## config.mk

```make
export PLATFORM = sky130hd
export DESIGN_NAME = thac_ctrl
export DESIGN_NICKNAME = d
export VERILOG_FILES = /design/src/rtl/core/thac_pkg.sv /design/src/rtl/core/thac_ctrl.sv
export SDC_FILE = /design/constraint.sdc
export NUM_CORES = 1
export LEC_CHECK = 0
export ABC_AREA = 1
export ABC_CLOCK_PERIOD_IN_PS = 1400
export BUFFER_PORTS_ARGS = -buffer_cell sky130_fd_sc_hd__buf_2
export CORE_AREA = 5 5 42 44
export DETAILED_ROUTE_END_ITERATION = 16
export DIE_AREA = 0 0 47 49
export MAX_ROUTING_LAYER = met4
export PLACE_DENSITY_LB_ADDON = 0.25
export SLEW_MARGIN = 40
export SYNTH_ARGS = -nofsm -noshare
export SYNTH_HDL_FRONTEND = slang
export SYNTH_SLANG_ARGS = --single-unit
```

## constraint.sdc

```tcl
create_clock -name clk_i -period 1.4 [get_ports clk_i]
set_clock_uncertainty 0.2 [all_clocks]
set_input_delay 0.28 -clock clk_i [delete_from_list [all_inputs] [get_ports clk_i]]
set_output_delay 0.28 -clock clk_i [all_outputs]
set_load 0.02 [all_outputs]
```

## src/rtl/core/thac_pkg.sv

```systemverilog
// shared types, coefficient tables and fixed-point helpers for the thrust cost block
`timescale 1ns / 1ps
`default_nettype none
package thac_pkg;

  localparam int NumThr    = 8;
  localparam int NumAxis   = 6;
  localparam int NumStages = 6;

  typedef logic signed [18:0] coef_t;
  typedef logic signed [23:0] q816_t;
  typedef logic signed [26:0] resid_t;
  typedef logic signed [47:0] acc_t;

  typedef enum logic [3:0] {
    RegTarget0 = 4'd0,
    RegTarget1 = 4'd1,
    RegTarget2 = 4'd2,
    RegTarget3 = 4'd3,
    RegTarget4 = 4'd4,
    RegTarget5 = 4'd5,
    RegWeight  = 4'd6,
    RegMode    = 4'd7
  } reg_idx_e;

  typedef struct packed {
    logic [NumStages-1:0] en;
  } pipe_ctrl_t;

  // allocation matrix, signed Q.16
  localparam coef_t ALLOC_M [NumAxis][NumThr] = '{
    '{-19'sd2228, 19'sd2228, -19'sd2228, 19'sd2228,
      -19'sd13107, 19'sd13107, -19'sd13107, 19'sd13107},
    '{19'sd6160, 19'sd6160, -19'sd6160, -19'sd6160,
      -19'sd32768, -19'sd32768, 19'sd32768, 19'sd32768},
    '{-19'sd23462, 19'sd23462, 19'sd23462, -19'sd23462, 19'sd0, 19'sd0, 19'sd0, 19'sd0},
    '{-19'sd61604, -19'sd61604, 19'sd61604, 19'sd61604, 19'sd0, 19'sd0, 19'sd0, 19'sd0},
    '{-19'sd22282, 19'sd22282, -19'sd22282, 19'sd22282, 19'sd0, 19'sd0, 19'sd0, 19'sd0},
    '{19'sd0, 19'sd0, 19'sd0, 19'sd0, 19'sd65536, 19'sd65536, 19'sd65536, 19'sd65536}
  };

  localparam coef_t RED_M1 [NumAxis][2] = '{
    '{-19'sd2228, -19'sd13107}, '{19'sd6160, -19'sd32768}, '{-19'sd23462, 19'sd0},
    '{-19'sd61604, 19'sd0}, '{-19'sd22282, 19'sd0}, '{19'sd0, 19'sd65536}
  };

  localparam coef_t RED_M2 [NumThr][NumAxis] = '{
    '{19'sd0, 19'sd0, 19'sd0, 19'sd0, 19'sd0, 19'sd0},
    '{19'sd0, 19'sd0, 19'sd91528, 19'sd0, 19'sd96377, 19'sd0},
    '{19'sd0, 19'sd0, 19'sd91528, 19'sd34859, 19'sd0, 19'sd0},
    '{19'sd0, 19'sd0, 19'sd0, 19'sd34859, 19'sd96377, 19'sd0},
    '{19'sd0, 19'sd0, 19'sd0, 19'sd0, 19'sd0, 19'sd0},
    '{19'sd0, -19'sd65536, 19'sd0, -19'sd6554, 19'sd0, 19'sd32768},
    '{-19'sd163840, 19'sd0, 19'sd0, 19'sd0, 19'sd16384, 19'sd32768},
    '{19'sd163840, 19'sd65536, 19'sd0, 19'sd6554, -19'sd16384, 19'sd0}
  };

  // constant times value, exact
  function automatic acc_t mulc(input coef_t c, input resid_t v);
    acc_t ce;
    acc_t ve;
    ce = 48'(c);
    ve = 48'(v);
    return ce * ve;
  endfunction

  // round half up from Q.32 to Q.16
  function automatic acc_t rnd16(input acc_t x);
    return (x + 48'sd32768) >>> 16;
  endfunction

  function automatic q816_t sat24(input acc_t x);
    if (x > 48'sd8388607) begin
      return 24'sh7fffff;
    end else if (x < -48'sd8388608) begin
      return 24'sh800000;
    end
    return x[23:0];
  endfunction

endpackage
`default_nettype wire

```

## src/rtl/core/thac_ctrl.sv

```systemverilog
// valid bits and per-stage load enables of the pipeline
`timescale 1ns / 1ps
`default_nettype none
module thac_ctrl (
  input  wire logic                 clk_i,
  input  wire logic                 rst_ni,
  input  wire logic                 in_valid_i,
  input  wire logic                 out_stall_i,
  output thac_pkg::pipe_ctrl_t      ctrl_o,
  output logic                      in_stall_o,
  output logic                      out_valid_o
);

  logic [thac_pkg::NumStages-1:0] valid_q;
  logic [thac_pkg::NumStages-1:0] valid_d;
  logic [thac_pkg::NumStages:0]   en;

  // a stage loads when empty or when its beat moves on
  always_comb begin
    en[thac_pkg::NumStages] = !out_stall_i;
    for (int k = thac_pkg::NumStages - 1; k >= 0; k--) begin
      en[k] = !valid_q[k] || en[k+1];
    end
    if (en[0]) begin
      valid_d[0] = in_valid_i;
    end else begin
      valid_d[0] = valid_q[0];
    end
    for (int k = 1; k < thac_pkg::NumStages; k++) begin
      if (en[k]) begin
        valid_d[k] = valid_q[k-1];
      end else begin
        valid_d[k] = valid_q[k];
      end
    end
  end

  always_ff @(posedge clk_i or negedge rst_ni) begin
    if (!rst_ni) begin
      valid_q <= '0;
    end else begin
      valid_q <= valid_d;
    end
  end

  assign ctrl_o.en   = en[thac_pkg::NumStages-1:0];
  assign in_stall_o  = !en[0];
  assign out_valid_o = valid_q[thac_pkg::NumStages-1];

endmodule
`default_nettype wire

```

### Word-level counts from Yosys, hierarchy flattened

Cells that the tools add are included.
W data, S select, Z words.

| operators by class | value |
|---|---|
| reductions and logical operators | 14 |

Operator list:

| kind | number |
|---|---|
| $logic_not A1 Y1 | 8 |
| $logic_or A1 B1 Y1 | 6 |

| storage, ports and cells | value |
|---|---|
| register bits | 6 |
| input bits | 4 |
| output and inout bits | 8 |

### Longest topological paths before layout

Gate-level depths: netlist (run 1).

| logic depth | value |
|---|---|
| depth after elaboration | 8 |
| depth in mapped cells | 4 |

### Worst setup path after synthesis (run 1)

No wires, ideal clock.

| timing | value |
|---|---|
| kind | flip-flop to output port |
| start point | register valid_q[5] (netlist bit) |
| end point | output port in_stall_o |
| arrival | 1210 ps |
| data required time | 920 ps |
| path slack | -290 ps |
| cell stages (with the launch flop) | 5 |
| buffers on the path | 0 |
| cells stage by stage | dfrtp_1 > nand3_2 > nor2_4 > nand4_4 > inv_1 |

RTL lines:

| what | RTL line | RTL |
|---|---|---|
| start: declaration | thac_ctrl.sv:14 | `logic [thac_pkg::NumStages-1:0] valid_q;` |
| start signal: assignment | thac_ctrl.sv:42 | `valid_q <= valid_d;` |
| end: declaration | thac_ctrl.sv:10 | `output logic in_stall_o,` |

### Final worst setup path (run 1)

| timing | value |
|---|---|
| start point | register valid_q[4] (netlist bit) |
| end point | output port in_stall_o |

| between the ends | value |
|---|---|
| word-level cells in the longest chain between the ends | 7 |

Ends and longest elaborated chain:

| what | RTL line | RTL |
|---|---|---|
| $logic_not A1 Y1 | thac_ctrl.sv:22 | `en[k] = !valid_q[k] \|\| en[k+1];` |
| $logic_or A1 B1 Y1 (5 in series) | thac_ctrl.sv:22 |  |
| $logic_not A1 Y1 | thac_ctrl.sv:47 | `assign in_stall_o = !en[0];` |

Every way passes these cells.

==> results of run 1 <==
==> stage by stage <==
stage          setup slack [ns]  hold WS [ns]  TNS, ns  std cells  power, µW
3_5_place_dp            -0.0675       -0.0833   -0.115         52        366
3_3_place_gp            -0.0541       -0.0855  -0.0868         52        363
5_1_grt                  -0.363        0.0425    -1.65         60        609
6_report                 -0.277        0.0266    -1.24         60        580
4_1_cts                  -0.320        0.0229    -1.45         59        584
2_1_floorplan            -0.104        -0.216   -0.104         25        317
==> final cells by class <==
cell class	count	share of cell area
tap	16	0.0457
multi-input combinational	12	0.211
sequential	6	0.346
inverter	7	0.0657
timing repair buffer	15	0.271
clock buffer	4	0.0600
==> worst max-delay path, stage by stage (launching register included) <==
cell,delay [ns]
dfrtp_1,0.38
nand3_4,0.10
nor2_4,0.17
nand4_4,0.13
inv_4,0.07
buf_6,0.11
==> what timing repair did <==
item | in CTS | in global routing
pin swaps | 1 | 1
hold endpoints to repair | 6 | 0
buffers inserted | 2 | 1
gates resized for setup | 10 | 1
hold buffers | 1 | 0
setup endpoints to repair | 7 | 7
==> power groups by stage <==
stage / combinational [µW] / sequential [µW] / clock, µW
finish: 183 / 223 / 174
global route: 198 / 226 / 185
CTS: 178 / 223 / 183
detailed placement: 139 / 227 / 0
global placement: 138 / 225 / 0
floorplan: 92.8 / 224 / 0
==> logic make-up (layout without fill, tap and decap cells) <==
group	Yosys count	count (layout)	share of synthesized area
simple gates	12	12	0.325
flops	6	6	0.574
buf+inv	7	26	0.100
==> per-layer routing <==
metal | track usage | up-vias | part of all wire
li1 | - | 111 | -
met1 | 0.0649 | 97 | 0.41
met2 | 0.0814 | 12 | 0.46
met3 | 0.0295 | 0 | 0.13
met4 | 0.0276 | 0 | 0
met5 | - | - | 0
==> cells in the mapped netlist <==
library cell / n
inv_1: 7
nand2_1: 7
nor2_4: 1
nand4_4: 1
dfrtp_1: 6
nand3_2: 2
or2_1: 1
==> worst paths after layout <==
kind                                         from                endpoint  depth (start not counted)
hold reg to reg            valid_q[3]$_DFFE_PN0P_  valid_q[4]$_DFFE_PN0P_                          2
max in group asynchronous                  rst_ni  valid_q[5]$_DFFE_PN0P_                          2
hold / removal                         in_valid_i  valid_q[0]$_DFFE_PN0P_                          3
min in group asynchronous                  rst_ni  valid_q[1]$_DFFE_PN0P_                          2
setup / recovery           valid_q[4]$_DFFE_PN0P_              in_stall_o                          5
setup reg to reg           valid_q[4]$_DFFE_PN0P_  valid_q[0]$_DFFE_PN0P_                          4
==> results.md, run 1 <==
* Final Critical Period at 1.68 ns
* Filler cells at 151
* Post-route DRC at 0
* Gpl congestion at 0.677
* Final hold violation count at 0
* Multi-input logic area at 92.6 µm²
* Maximum vdd ir drop at 0.344 mV
* Fin area at 438 µm²
* Largest area contributor in the netlist: dfrtp_1
* Distinct cells, synth at 7
* TritonCTS clock tree: built
* Area growth, synth to finish at 67.5%
* Number of I/O port buffers at 11
* Via count of the first global-routing pass at 225
* Max-slew headroom at 0.851
* Reg power frac at 0.385
* Initial antenna violation count at 0
* Worst Path Max Fanout at 5
* All-Layer GR Usage at 0.0574
* Comb power frac at 0.315
* Failing checks: negative setup slack
* Pwr per Cell Area at 1320 nW/µm²
* Final period util at 1.20
* Syn Area/Cell at 10.5 µm²
* CTS sink count at 6
* Leakage at 0.000225 µW
* Yosys warns at 0
* Sequential element share of the synthesized area at 0.574
* Routed Wire Length at 587 µm
* FMAX at 596 MHz
* Antenna Violating Nets Remaining at 0
* Pre-antenna DRT Iters at 3
* Critical path capture point type: output port
* Ports at 12
* Net Count, Synth at 29
* #FFs+latches synth at 6
* Die area at 2300 µm²
* Grt total ovfl at 0
* Largest net degree at the start of global routing at 7
* Clock power share at 0.300
* Pint at 389 µW
* Placed Area at 348 µm²
* Clock tree buffer depth at 2
* Drt wl/cell at 9.78 µm
* Final setup vio count at 5
* Switching Power at 191 µW
* Sw frac at 0.329
* Rows at 14
* Critical Path Source Type: flip-flop
* Worst Setup Path Type: flip-flop to output port
* Max FFs per register at 6
* Commonest non-fill, non-tap cell in the layout: nand2_1
* Top flop regs: valid_q (6)
* Commonest non-fill, non-tap cells in the layout: 7 x nand2_1, 6 x buf_2, 5 x inv_1, 5 x buf_6, 5 x dfrtp_1
* FF+latch area at 151 µm²
* Initial Util at 0.187
* CTS clk-pin slew, worst paths at 0.04 ns
* Skew-Pair Late Insertion Delay at 0.24 ns
* Ant diodes at 0
* Top reg by flops: valid_q
* Total CTS buffers at 3
* Layout cell share with drive strength beyond 1 at 0.545
* Core area at 1400 µm²
* Reg2reg setup slack at 0.28 ns
* Max cap viols at 0
* Slew @ Worst Pin at 0.224 ns
* Count of final max-slew check failures at 0
* CTS root buf: clkbuf_4
* Initial DRC count at 1
* Arr. time, crit path at 1.20 ns
* Vias per std cell at 3.67
* Final #Nets at 49
* Worst Path Required at 0.92 ns
* First-pass GRT wire length at 910 µm
* Status: finished, violations left
* Die height at 49 µm
* Cell area after synthesis at 262 µm²
* Final core occ at 0.313
* Share of the synthesized area in the top cell type at 0.574
* Die W at 47 µm
* Top cells by area, synth: dfrtp_1 57%, inv_1 10%, nand2_1 10%, nand4_4 8.1%, nand3_2 7.7%
* RSZ-0062 raised after global routing: yes
* Routed vias at 220
* H-tree levels at 1
* Hold Crit Class: input port to flip-flop
* Final WS setup at -0.277 ns
* Synth Instances at 25
Note: power is estimated with default switching activity, not from simulation.
==> run 2, diff against run 1 <==
- BUFFER_PORTS_ARGS: -buffer_cell sky130_fd_sc_hd__buf_2 -> -buffer_cell sky130_fd_sc_hd__clkbuf_2
==> run 2 against run 1 <==
Largest cell class unchanged. Global-route usage up 0.43 points. Combinational power up 10%. Critical path depth unchanged. Via count up 3.2%. The flow still finishes with violations (negative setup slack). Die area unchanged. Setup slack worse by 0.054 ns. First-iteration DRC count down 100%. Non-clock buffer count up 1. Power up 3.1%. Register-to-register slack worse by 0.05 ns. Sequential power about the same.
==> results.md, run 2 (same netlist as run 1, synthesis figures left out) <==
* Highest routed metal layer: met3
* Count of final max-slew check failures at 0
* Antenna Violating Nets Remaining at 0
* All-Layer GR Usage at 0.0617
* CTS root buf: clkbuf_4
* Multi-input logic area at 95.1 µm²
* Via count of the first global-routing pass at 244
* FF+latch area at 151 µm²
* Leakage at 0.000238 µW
* Met1 Wirelength at 243 µm
* Final #Nets at 50
* Final WS setup at -0.331 ns
* Arr. time, crit path at 1.25 ns
* Die W at 47 µm
* Top flop regs: valid_q (6)
* Hold Slack at 0.0269 ns
* Initial antenna violation count at 0
* Status: finished, violations left
* Area growth, synth to finish at 78.0%
* Crit path top cell by count: buf_4
* FMAX at 578 MHz
* Setup TNS at -1.80 ns
* CTS sink count at 6
* CP Cell Sequence: nand3_4, buf_4, buf_4, buf_4, clkbuf_8
* Final period util at 1.24
* Ports at 12
* CTS clk-pin slew, worst paths at 0.05 ns
* Max FFs per register at 6
* Total power at 598 µW
* Final hold violation count at 0
* Commonest non-fill, non-tap cell in the layout: nand2_1
* Max cap viols at 0
* RSZ-0062 raised after global routing: yes
* Gpl congestion at 0.699
* Initial Util at 0.187
* Maximum vdd ir drop at 0.592 mV
* Worst Path Required at 0.92 ns
* Commonest non-fill, non-tap cells in the layout: 6 x nand2_1, 5 x inv_1, 5 x buf_4, 5 x dfrtp_1, 4 x clkbuf_2
* Worst Setup Path Type: flip-flop to output port
* Layout cell share with drive strength beyond 1 at 0.578
* First-pass GRT wire length at 972 µm
* Slowest stage delay, CP at 0.39 ns
* Top reg by flops: valid_q
* Worst Path Max Fanout at 3
* Rows at 14
* Cell Count, Final, Fillers Out at 61
* Largest net degree at the start of global routing at 7
* Final setup vio count at 6
* Metal2 WL at 251 µm
* Grt total ovfl at 0
* Slew @ Worst Pin at 0.206 ns
* Clock tree buffer depth at 2
* Skew-Pair Late Insertion Delay at 0.24 ns
* Placed Cells incl. Taps at 53
* H-tree levels at 1
* Hold Crit Class: input port to flip-flop
* Pwr per Cell Area at 1280 nW/µm²
* Critical Path Source Type: flip-flop
* Vias per std cell at 3.72
* Routed vias at 227
* Drt wl/cell at 9.34 µm
* Pre-antenna DRT Iters at 1
* Critical path capture point type: output port
* Final HPWL DP at 427 µm
* Post-route DRC at 0
* Failing checks: negative setup slack
* Routed Wire Length at 570 µm
* Number of I/O port buffers at 11
* Initial DRC count at 0
* TritonCTS clock tree: built
* Placed Area at 355 µm²
* Fin area at 465 µm²
* Ant diodes at 0
* Die area at 2300 µm²
* Worst path slowest cell: dfrtp_2
* Final Critical Period at 1.73 ns
* Core area at 1400 µm²
* Max-slew headroom at 0.863
* Total CTS buffers at 3
* Die height at 49 µm
* Filler cells at 147
* Wire length on met3 at 76 µm
[run 2: changes by cell type in the layout (fill, tap and decap cells not counted)]
| cell | previous run | this run |
|---|---|---|
| buf_8 | 0 | 2 |
| buf_4 | 3 | 5 |
| buf_2 | 6 | 1 |
| buf_6 | 5 | 0 |
| clkbuf_2 | 0 | 4 |
| nand2_1 | 7 | 6 |
| nand2_2 | 0 | 1 |
| clkbuf_8 | 0 | 3 |
[run 2: metal layers]
metal / track usage / vias up
li1: - / 115
met1: 0.0625 / 100
met2: 0.0905 / 12
met3: 0.0517 / 0
met4: 0.0138 / 0
met5: - / -
[run 2: layout make-up]
| cell class | count | share of cell area |
|---|---|---|
| timing repair buffer | 16 | 0.309 |
| sequential | 6 | 0.325 |
| tap | 16 | 0.0430 |
| multi-input combinational | 12 | 0.204 |
| inverter | 7 | 0.0618 |
| clock buffer | 4 | 0.0565 |
[run 2: power by group]
group	leakage, µW	total, µW	internal (µW)	switching, µW
combinational	0.000162	202	101	101
sequential	0.0000616	223	197	26.2
clock	0.0000150	173	108	64.8
total	0.000238	598	406	192
[run 2: stage by stage]
stage | worst slack [ns] | util
floorplan | -0.104 | -
global placement | -0.0649 | 0.254
detailed placement | -0.0772 | 0.254
CTS | -0.324 | 0.323
global route | -0.405 | 0.332
finish | -0.331 | 0.332
[run 2: critical path, delay by kind of cell (launching register included)]
kind / cells / cell delay [ns]
buffers and inverters: 4 / 0.53
flip-flops: 1 / 0.39
AND/OR/NAND/NOR: 1 / 0.09
[run 2: path summary, 6_finish.rpt]
path	from	end	slack (ns)	cells after the start
min in group asynchronous	rst_ni	valid_q[3]$_DFFE_PN0P_	0.19	2
max in group asynchronous	rst_ni	valid_q[5]$_DFFE_PN0P_	0.64	2
max reg2reg	valid_q[5]$_DFFE_PN0P_	valid_q[4]$_DFFE_PN0P_	0.23	5
min	in_valid_i	valid_q[0]$_DFFE_PN0P_	0.03	3
max	valid_q[5]$_DFFE_PN0P_	ctrl_o[4]	-0.33	5
min reg2reg	valid_q[3]$_DFFE_PN0P_	valid_q[4]$_DFFE_PN0P_	0.28	2
[run 2: what timing repair did]
item	CTS	global route
hold endpoints to repair	6	0
setup endpoints to repair	7	7
setup buffers	2	1
hold buffers	1	0
gates resized for setup	12	5
pin swaps	0	2
